<file path="config.mk">
export PLATFORM = sky130hd
export DESIGN_NAME = swfd_out_fifo
export DESIGN_NICKNAME = d
export VERILOG_FILES = /design/src/rtl/sliding_window_fault_detector_top_assert.svh /design/src/rtl/swfd_pkg.sv /design/src/rtl/swfd_out_fifo.sv
export SDC_FILE = /design/constraint.sdc
export NUM_CORES = 1
export LEC_CHECK = 0
export BUFFER_PORTS_ARGS = -buffer_cell sky130_fd_sc_hd__clkbuf_2
export CORE_MARGIN = 2
export CORE_UTILIZATION = 59
export CTS_BUF_LIST = sky130_fd_sc_hd__clkbuf_4 sky130_fd_sc_hd__clkbuf_8 sky130_fd_sc_hd__clkbuf_16
export CTS_CLUSTER_DIAMETER = 200
export DETAILED_ROUTE_END_ITERATION = 10
export PLACE_DENSITY_LB_ADDON = 0.2
export SLEW_MARGIN = 5
export SYNTH_ARGS = -nofsm -noshare
export SYNTH_HDL_FRONTEND = slang
export SYNTH_SLANG_ARGS = --single-unit
</file>
<file path="constraint.sdc">
create_clock -name aclk -period 2.7 [get_ports aclk]
set_clock_uncertainty 0.15 [all_clocks]
set_input_delay 0.54 -clock aclk [delete_from_list [all_inputs] [get_ports aclk]]
set_output_delay 0.54 -clock aclk [all_outputs]
set_load 0.05 [all_outputs]
</file>
<file path="src/rtl/sliding_window_fault_detector_top_assert.svh">
// Assertion macros shared by the fault detector RTL.
// Each macro expects aclk and aresetn in scope of the module that uses it.
`ifndef SLIDING_WINDOW_FAULT_DETECTOR_TOP_ASSERT_SVH
`define SLIDING_WINDOW_FAULT_DETECTOR_TOP_ASSERT_SVH

// Check a condition at every clock edge outside reset.
`define SWFD_ASSERT_ALWAYS(label, cond, msg) \
    label: assert property (@(posedge aclk) disable iff (!aresetn) (cond)) \
        else $error(msg);

// Check a consequence in the same cycle as its trigger.
`define SWFD_ASSERT_IMPLIES(label, ante, cons, msg) \
    label: assert property (@(posedge aclk) disable iff (!aresetn) (ante) |-> (cons)) \
        else $error(msg);

// Check a consequence in the cycle after its trigger.
`define SWFD_ASSERT_NEXT(label, ante, cons, msg) \
    label: assert property (@(posedge aclk) disable iff (!aresetn) (ante) |=> (cons)) \
        else $error(msg);

`endif

</file>
<file path="src/rtl/swfd_pkg.sv">
// Shared types and constants of the sliding window fault detector.
// No dependencies.
package swfd_pkg;

    localparam int IDX_W     = 4;
    localparam int POS_W     = 16;
    localparam int ABS_W     = 16;
    localparam int SQ_W      = 2 * ABS_W;
    localparam int RADIUS_W  = 12;
    localparam int R2_W      = 2 * RADIUS_W;
    localparam int PCT_W     = 7;
    localparam int HIT_W     = 8;
    localparam int APB_AW    = 3;
    localparam int APB_DW    = 32;

    localparam logic [RADIUS_W-1:0] RADIUS_RESET  = 12'd250;
    localparam logic [PCT_W-1:0]    PERCENT_RESET = 7'd70;
    localparam logic [PCT_W-1:0]    PERCENT_SCALE = 7'd100;

    localparam int OUT_DEPTH = 8;
    localparam int OUT_PTR_W = $clog2(OUT_DEPTH);
    localparam int OCC_W     = $clog2(OUT_DEPTH + 1);

    typedef enum logic [0:0] {
        REG_NEAR_RADIUS   = 1'b0,
        REG_FAULT_PERCENT = 1'b1
    } cfg_reg_t;

    typedef struct packed {
        logic [IDX_W-1:0] fault_robot;
        logic             faulty;
        logic [HIT_W-1:0] hit_count;
    } swfd_result_t;

    typedef struct packed {
        logic         valid;
        swfd_result_t data;
    } swfd_push_t;

endpackage

</file>
<file path="src/rtl/swfd_out_fifo.sv">
// Result buffer between the sample pipeline and the result channel.
// Depends on swfd_pkg.
module swfd_out_fifo (
    input  logic                   aclk,
    input  logic                   aresetn,
    input  swfd_pkg::swfd_push_t   push,
    input  logic                   pop_ready,
    output logic                   out_valid,
    output swfd_pkg::swfd_result_t out_data
);
    import swfd_pkg::*;

    swfd_result_t         mem_reg [OUT_DEPTH];
    logic [OUT_PTR_W-1:0] wr_ptr_reg, wr_ptr_next;
    logic [OUT_PTR_W-1:0] rd_ptr_reg, rd_ptr_next;
    logic [OCC_W-1:0]     count_reg, count_next;
    logic                 pop;

    always_comb begin
        out_valid   = (count_reg != '0);
        out_data    = mem_reg[rd_ptr_reg];
        pop         = out_valid && pop_ready;
        wr_ptr_next = push.valid ? wr_ptr_reg + 1'b1 : wr_ptr_reg;
        rd_ptr_next = pop ? rd_ptr_reg + 1'b1 : rd_ptr_reg;
        count_next  = count_reg + OCC_W'(push.valid) - OCC_W'(pop);
    end

    always_ff @(posedge aclk) begin
        if (!aresetn) begin
            wr_ptr_reg <= '0;
            rd_ptr_reg <= '0;
            count_reg  <= '0;
        end else begin
            wr_ptr_reg <= wr_ptr_next;
            rd_ptr_reg <= rd_ptr_next;
            count_reg  <= count_next;
        end
        if (push.valid) begin
            mem_reg[wr_ptr_reg] <= push.data;
        end
    end

endmodule

</file>
==> impl_metrics.yaml, run 1 <==
synthesis:
  ys_warn_count: 0
  synth_most_common_cell: "edfxtp_1"
  yosys.area.top_type_share_pct: 67.0
  synth_cells: 222
  synth_fp_nets: 246
  ys_ff_latch: 117
  synth_common_cells: "edfxtp_1, mux4_1, dfxtp_1, mux2_2"
  synth_edf_count: 104
  ys_types: 25
  ys_async_sr_fraction_pct: 0
  synth_area_leaders: "edfxtp_1, mux4_1, dfxtp_1"
  yosys.area.top_type: "edfxtp_1"
  syn_area_um2: 4660
  ys.flop_type: "edfxtp_1"
  syn_avg_cell_area_um2: 21.0
  yosysSeqAreaShare_pct: 72.5
global_routing:
  grt_pass1_vias: 2342
  grt_first_pass_wirelength_um: 13400
  grt_overflow: 0
  grt_max_degree: 27
  grt_usage_pct: 23.0
  antenna_found_initial: 0
floorplan:
  die_h_um: 92.9
  io_pins: 31
  start_util_pct: 60.7
  core_um2: 7690
  die-area_um2: 8630
  rows: 32
  chipWidth_um: 92.9
finish:
  fin_nets: 302
  drive_gt1_share_pct: 40.0
  area.growth.synth_to_final_pct: 23.4
  diodes: 0
  largest_reg_flops: 104
  fin_cells: 392
sta:
  final_max_slew_viol_count: 0
  final_hold_viol_count: 0
  finalSetupViolCount: 13
  tightestPinTransition_ps: 381
  fmax_ghz: 0.357
  final.period_utilization_pct: 104
  setup_slack_ps: -101
  finalSetupTns_ps: -780
  period_minus_slack_ps: 2800
  maxSlewHeadroom_pct: 74.6
  grt_setup_unrepaired: "yes"
clock_tree:
  htree_levels: 4
  cts_buffers: 17
  cts_buffer_depth: 2
  cts_tree: "built"
  cts_sinks: 117
  cts_setup_buffers: 0
  clk_pin_slew_ps: 50
  cts-root-buf: "clkbuf_8"
  clock_latency_ps: 510
critical_path:
  crit_type: "reg2out"
  slowest_stage: "mux4_1"
  critPathMaxStageDelay_ps: 570
  crit_path_end_kind: "output pin"
  cp.required_ps: 2010
  cp_max_fo: 7
  cp-start-kind: "flip-flop"
  cp.arrival_ps: 2110
  cp_cell_sequence: "buf_16 > mux4_1 > mux2_4 > buf_8"
power_and_ir_drop:
  p_per_area_nw_per_um2: 975
  ir_drop_uv: 595
  power_leakage_uw: 0.00205
detailed_routing:
  wl_per_cell_um: 23.4
  ant_nets: 0
  drcViolationCount: 0
  num_vias: 2274
  firstDrtPassIters: 4
  wirelength_um: 9190
  drt-vias-per-instance: 5.80
  drtIter0Drc: 191
place:
  dpl.cell_count: 358
  io_buffer_count: 30
  gp_congestion: 0.685
  place.detailed.hpwl_um: 4300
job:
  maxCapViolCount: 0
outcome:
  violations: "setup timing"
  status: "finished with violations"
min_path:
  hp-class: "in2reg"
## cell type report
type / count / area [µm²]
multi-input combinational: 93 / 1180
sequential: 117 / 3390
clock buffer: 18 / 422
inverter: 4 / 15.0
timing repair buffer: 45 / 460
tap: 102 / 128
fill: 437 / 1930
clock inverter: 13 / 164
## final timing paths
path | startpoint | endpoint | slack (ps) | cells past startpoint
max | flip-flop | out_data[2] | -100 | 4
min | push[7] | mem_reg[0][7] | 150 | 1
max reg2reg | count_reg[2] | count_reg[3] | 470 | 9
min reg2reg | rd_ptr_reg[2] | flip-flop | 340 | 2
## cells by family (layout without fill, tap and decap cells)
kind of cell / count (synthesis) / after routing / synth area share (%)
muxes: 48 / 48 / 19.6
buffers and inverters: 12 / 80 / 1.50
adders and majority gates: 7 / 7 / 2.04
xor gates and xnor gates: 3 / 3 / 0.563
and+or+nand+nor: 33 / 33 / 3.54
AOI/OAI and AO/OA: 2 / 2 / 0.268
DFF: 117 / 117 / 72.5
## routing by layer
| layer | global-route usage [%] | vias up | routed length [µm] |
|---|---|---|---|
| met5 | 0 | - | 0 |
| met2 | 37.7 | 107 | 4590 |
| met3 | 5.78 | 15 | 716 |
| met4 | 11.2 | 0 | 183 |
| li1 | - | 1007 | - |
| met1 | 29.1 | 1145 | 3710 |
## worst max-delay path: cells and delay by family, from the launching register on
| kind | cells | cell delay [ps] |
|---|---|---|
| muxes | 2 | 860 |
| DFF | 1 | 420 |
| buffers and inverters | 2 | 310 |
## cells in the final DEF, fill, tap and decap left out, types with 7 or more instances in the layout
master / n
edfxtp_1: 104
mux4_2: 25
clkbuf_16: 18
clkbuf_2: 17
buf_8: 13
mux2_4: 12
dfxtp_1: 12
buf_4: 11
nand2_1: 9
mux2i_1: 9
nor2_1: 7
## repair_timing
item,CTS,global route
hold buffers,0,0
endpoints found under the setup margin,13,13
cloned,1,2
resized for setup,34,43
pin swaps,0,0
## power by group
group          leakage (µW)  switching [µW]  total, µW  internal [µW]
clock network      0.000290             734       2210           1480
logic              0.000707             662       1280            621
registers           0.00105            54.0       2110           2060
## metrics by stage
| stage | utilization (%) | instance area (µm²) | hold WS, ps | total power, µW | worst slack (ps) |
|---|---|---|---|---|---|
| floorplan | - | 4660 | 306 | 2900 | 265 |
| global placement | 65.0 | 5000 | 313 | 3090 | 357 |
| detailed placement | 65.0 | 5000 | 330 | 3110 | 334 |
| CTS | 74.3 | 5710 | 128 | 5480 | -124 |
| global route | 74.9 | 5760 | 156 | 5800 | -161 |
| finish | 74.9 | 5760 | 146 | 5610 | -101 |
Power figures use the tool's default switching activity.
==> run 2, diff against run 1 <==
CTS_BUF_LIST = sky130_fd_sc_hd__clkbuf_16   (was sky130_fd_sc_hd__clkbuf_4 sky130_fd_sc_hd__clkbuf_8 sky130_fd_sc_hd__clkbuf_16)
==> run 2 against run 1 <==
The flow now finishes without violations. Sequential share of layout area rose by 0.17 points. Core utilization decreased by 0.21 points. Clock-buffer cell count down 1. Total power barely moved. Register-to-register slack about the same. Combinational power about the same. Critical endpoint is now out_data[9].
==> impl_metrics.yaml, run 2 (synthesis gave the netlist of run 1 again) <==
power_and_ir_drop:
  p_per_area_nw_per_um2: 978
  switchingPower_uw: 1440
  switching_share_pct: 25.6
  seqPwrFrac_pct: 37.7
  combPwrFrac_pct: 22.4
  ir_drop_uv: 669
  finalPower_uw: 5610
  pwr-share-clk_pct: 39.9
  intPower_uw: 4170
  power_leakage_uw: 0.00203
sta:
  final_hold_viol_count: 0
  finalSetupTns_ps: 0
  grt_setup_unrepaired: "yes"
  final.period_utilization_pct: 99.1
  final_max_slew_viol_count: 0
  hold_ws_ps: 260
  fmax_ghz: 0.374
  tightestPinTransition_ps: 401
  maxSlewHeadroom_pct: 73.3
  period_minus_slack_ps: 2680
  finalSetupViolCount: 0
critical_path:
  crit_type: "reg2out"
  cp_max_fo: 6
  cp.depth: 4
  crit_buf_inv: 2
  cp_cell_sequence: "clkbuf_16 > mux4_2 > mux2_4 > buf_8"
  cp.arrival_ps: 1990
  cp-start-kind: "flip-flop"
  cp.required_ps: 2010
  critPathMaxStageDelay_ps: 520
  crit_path_end_kind: "output pin"
  critPathCapture: "out_data[9]"
  slowest_stage: "mux4_2"
  rr_endpoint: "count_reg[3]"
  rrSetupSlack_ps: 480
  worstReg2RegStart: "count_reg[2]"
  reg2reg_depth: 9
  cp_top_family: "multiplexers"
clock_tree:
  htree_levels: 4
  cts_tree: "built"
  cts_buffers: 17
  clk_pin_slew_ps: 50
  cts_buffer_depth: 2
  cts-root-buf: "clkbuf_16"
  clock_latency_ps: 410
  hold_buffers: 0
  cts_sinks: 117
outcome:
  status: "finished clean"
detailed_routing:
  wirelength_um: 9160
  drtIter0Drc: 182
  wl_per_cell_um: 23.4
  num_vias: 2251
  firstDrtPassIters: 4
  drt-vias-per-instance: 5.74
  ant_nets: 0
  drcViolationCount: 0
global_routing:
  grt_overflow: 0
  grt_usage_pct: 22.5
  antenna_found_initial: 0
  grt_first_pass_wirelength_um: 13200
  grt_pass1_vias: 2402
  grt_max_degree: 27
floorplan:
  core_um2: 7690
  start_util_pct: 60.7
  die_h_um: 92.9
  die-area_um2: 8630
  chipWidth_um: 92.9
  rows: 32
  io_pins: 31
finish:
  final_cell_mix: "edfxtp_1, mux4_2, clkbuf_16, clkbuf_2"
  fin_cells: 392
  largest_reg_flops: 104
  drive_gt1_share_pct: 40.0
  diodes: 0
  layout_commonest_cell: "edfxtp_1"
  fin_area_um2: 5740
  area.growth.synth_to_final_pct: 23.0
  fin_nets: 302
place:
  place.detailed.hpwl_um: 4300
  postPlaceCellArea_um2: 5000
  gp_congestion: 0.685
  io_buffer_count: 30
  dpl.cell_count: 358
min_path:
  hp-class: "in2reg"
job:
  maxCapViolCount: 0
[run 2: cell count changes in the layout (fill, tap and decap cells not counted)]
cell and change:
mux2_2 +5, mux2_4 -5, buf_8 -1, clkbuf_16 +1, clkbuf_4 -1, inv_1 +1
mux4_1 -1, mux4_2 +1
[run 2: timing repair]
item,4_1_cts,5_1_grt
endpoints found under the setup margin,13,12
hold endpoints to repair,0,0
cloned,1,2
resized for setup,32,40
setup buffers,0,0
[run 2: metal layers]
layer,GRT usage (%),up-vias,share of wire [%],wire (µm)
met5,0,-,0,0
met4,7.97,0,1.5,136
met3,7.89,14,4.9,452
met2,36.7,69,51,4650
met1,28.3,1163,43,3920
li1,-,1005,-,-
[run 2: power groups by stage]
stage | logic [µW] | registers [µW] | clock network [µW]
6_report | 1260 | 2110 | 2240
2_1_floorplan | 772 | 2130 | 0
3_5_place_dp | 980 | 2130 | 0
3_3_place_gp | 964 | 2130 | 0
4_1_cts | 1140 | 2110 | 2270
5_1_grt | 1350 | 2120 | 2330
[run 2: worst min path at each step]
stage | from | endpoint | cells past startpoint | slack, ps
final | push[7] | mem_reg[3][7] | 1 | 260
after floorplan | rd_ptr_reg[2] | flip-flop | 2 | 310
after global routing | push[5] | mem_reg[6][5] | 1 | 260
after CTS | push[2] | mem_reg[4][2] | 1 | 250
after global placement | rd_ptr_reg[2] | rd_ptr_reg[2] | 2 | 310
after detailed placement | rd_ptr_reg[2] | flip-flop | 2 | 330
[run 2: cell type report]
type	instances	area, µm²
Clock buffer	17	425
Clock inverter	14	168
Fill cell	451	1950
Inverter	4	15.0
Multi-Input combinational cell	93	1160
Sequential cell	117	3390
Tap cell	102	128
Timing Repair Buffer	45	459
[run 2: metrics by stage]
| step | worst slack, ps | utilization, % |
|---|---|---|
| after floorplan | 265 | - |
| after global placement | 357 | 65.0 |
| after detailed placement | 334 | 65.0 |
| after CTS | -29.7 | 74.5 |
| after global routing | -24.5 | 74.7 |
| final | 23.2 | 74.7 |
==> run 3, diff against run 2 <==
SETUP_SLACK_MARGIN = 0.4   (was not set)
==> run 3 against run 2 <==
Combinational power is essentially flat. Critical path type unchanged. Sequential share of layout area shrank 0.89 points. Non-clock buffer count is 7 higher. Sequential cell count unchanged. Final cell count is 2.0% higher. Clock-buffer cell count unchanged. Core utilization rose by 1.1 points. Largest cell class unchanged.
==> impl_metrics.yaml, run 3 (synthesis gave the netlist of run 1 again) <==
critical_path:
  crit_buf_inv: 2
  cp_max_fo: 5
  cp_top_family: "multiplexers"
  crit_type: "reg2out"
  worstReg2RegStart: "count_reg[2]"
  slowest_stage: "mux4_2"
  cp-start-kind: "flip-flop"
  cp.arrival_ps: 1990
  critPathMaxStageDelay_ps: 530
  cp_cell_sequence: "clkbuf_16 > mux4_2 > mux2_4 > clkbuf_16"
  crit_path_end_kind: "output pin"
  cp.required_ps: 2010
  cp_common_cell: "clkbuf_16"
detailed_routing:
  num_vias: 2298
  drcViolationCount: 0
  drt-vias-per-instance: 5.75
  wl_per_cell_um: 22.5
  wirelength_um: 9010
  firstDrtPassIters: 4
  ant_nets: 0
  drtIter0Drc: 194
clock_tree:
  cts_sinks: 117
  cts_setup_buffers: 0
  cts_tree: "built"
  cts_buffer_depth: 2
  cts_buffers: 17
  cts-root-buf: "clkbuf_16"
  clk_pin_slew_ps: 50
  htree_levels: 4
  hold_buffers: 0
  clock_latency_ps: 400
power_and_ir_drop:
  combPwrFrac_pct: 23.5
  power_leakage_uw: 0.00211
  p_per_area_nw_per_um2: 939
  ir_drop_uv: 727
  switchingPower_uw: 1440
  pwr-share-clk_pct: 37.5
  finalPower_uw: 5470
  intPower_uw: 4040
  switching_share_pct: 26.3
  seqPwrFrac_pct: 39.0
finish:
  final_cell_mix: "edfxtp_1, clkbuf_16, mux4_2, buf_4, clkbuf_2"
  drive_gt1_share_pct: 40.3
  fin_nets: 309
  final_core_util_pct: 75.8
  seq_area_um2: 3390
  layout_commonest_cell: "edfxtp_1"
  num-fill-cells: 432
  area.growth.synth_to_final_pct: 24.9
  multiInputGateArea_um2: 1210
  diodes: 0
  fin_area_um2: 5830
  largest_reg_flops: 104
place:
  place_ws_ps: 314
  place.detailed.hpwl_um: 5010
  postPlaceCellArea_um2: 5060
  io_buffer_count: 30
  gp_congestion: 0.784
min_path:
  hp-class: "in2reg"
  hold_path.startpoint: "push[0]"
floorplan:
  rows: 32
  core_um2: 7690
  chipWidth_um: 92.9
  io_pins: 31
  die-area_um2: 8630
  start_util_pct: 60.7
  die_h_um: 92.9
job:
  maxCapViolCount: 0
sta:
  setup_slack_ps: 16.3
  final_hold_viol_count: 0
  tightestPinTransition_ps: 524
  period_minus_slack_ps: 2680
  finalSetupTns_ps: 0
  grt_setup_unrepaired: "yes"
  final_max_slew_viol_count: 0
  fmax_ghz: 0.373
  final.period_utilization_pct: 99.4
  finalSetupViolCount: 0
  maxSlewHeadroom_pct: 64.9
global_routing:
  use_met2_pct: 35.6
  grt_max_degree: 27
  grt_usage_pct: 22.4
  grt_first_pass_wirelength_um: 13200
  met3_usage_pct: 6.67
  grt_overflow: 0
  use_met1_pct: 29.7
  grt_busiest_layer: "met2"
  antenna_found_initial: 0
  grt_pass1_vias: 2316
outcome:
  status: "finished clean"
==> run 3: area by class of cell <==
cell class	count	area share, %
clock buffers	17	7.30
clock inverters	15	2.17
inverters	4	0.258
multi-input cells	93	20.8
flip-flops and latches	117	58.1
well taps	102	2.19
repair buffers	52	9.13
==> run 3: path summary, 6_finish.rpt <==
check	endpoint	slack, ps	depth (start not counted)
setup / recovery	out_data[5]	20	4
hold / removal	mem_reg[3][0]	270	1
setup reg to reg	count_reg[3]	540	9
hold reg to reg	rd_ptr_reg[2]	350	2
==> run 3: routing by layer <==
layer	wire, µm	share of wire (%)	up-vias
li1	-	-	1026
met1	3610	40	1187
met2	4810	53	76
met3	488	5.4	9
met4	108	1.2	0
met5	0	0	-
==> run 3: repair_timing <==
| action | in CTS | in global routing |
|---|---|---|
| pin swaps | 0 | 0 |
| gates resized for setup | 40 | 37 |
| endpoints found under the setup margin | 13 | 15 |
| gates cloned | 1 | 1 |
==> run 3: power by group through the flow <==
stage	Clock (µW)	Sequential, µW	Combinational (µW)
4_1_cts	2090	2130	1170
3_5_place_dp	0	2150	976
3_3_place_gp	0	2150	960
2_1_floorplan	0	2130	782
6_report	2050	2130	1290
5_1_grt	2170	2140	1370
==> run 3: stage by stage <==
step           hold WS (ps)  std cells
2_1_floorplan           306        222
3_3_place_gp            314        366
3_5_place_dp            346        366
4_1_cts                 253        399
5_1_grt                 257        400
6_report                265        400
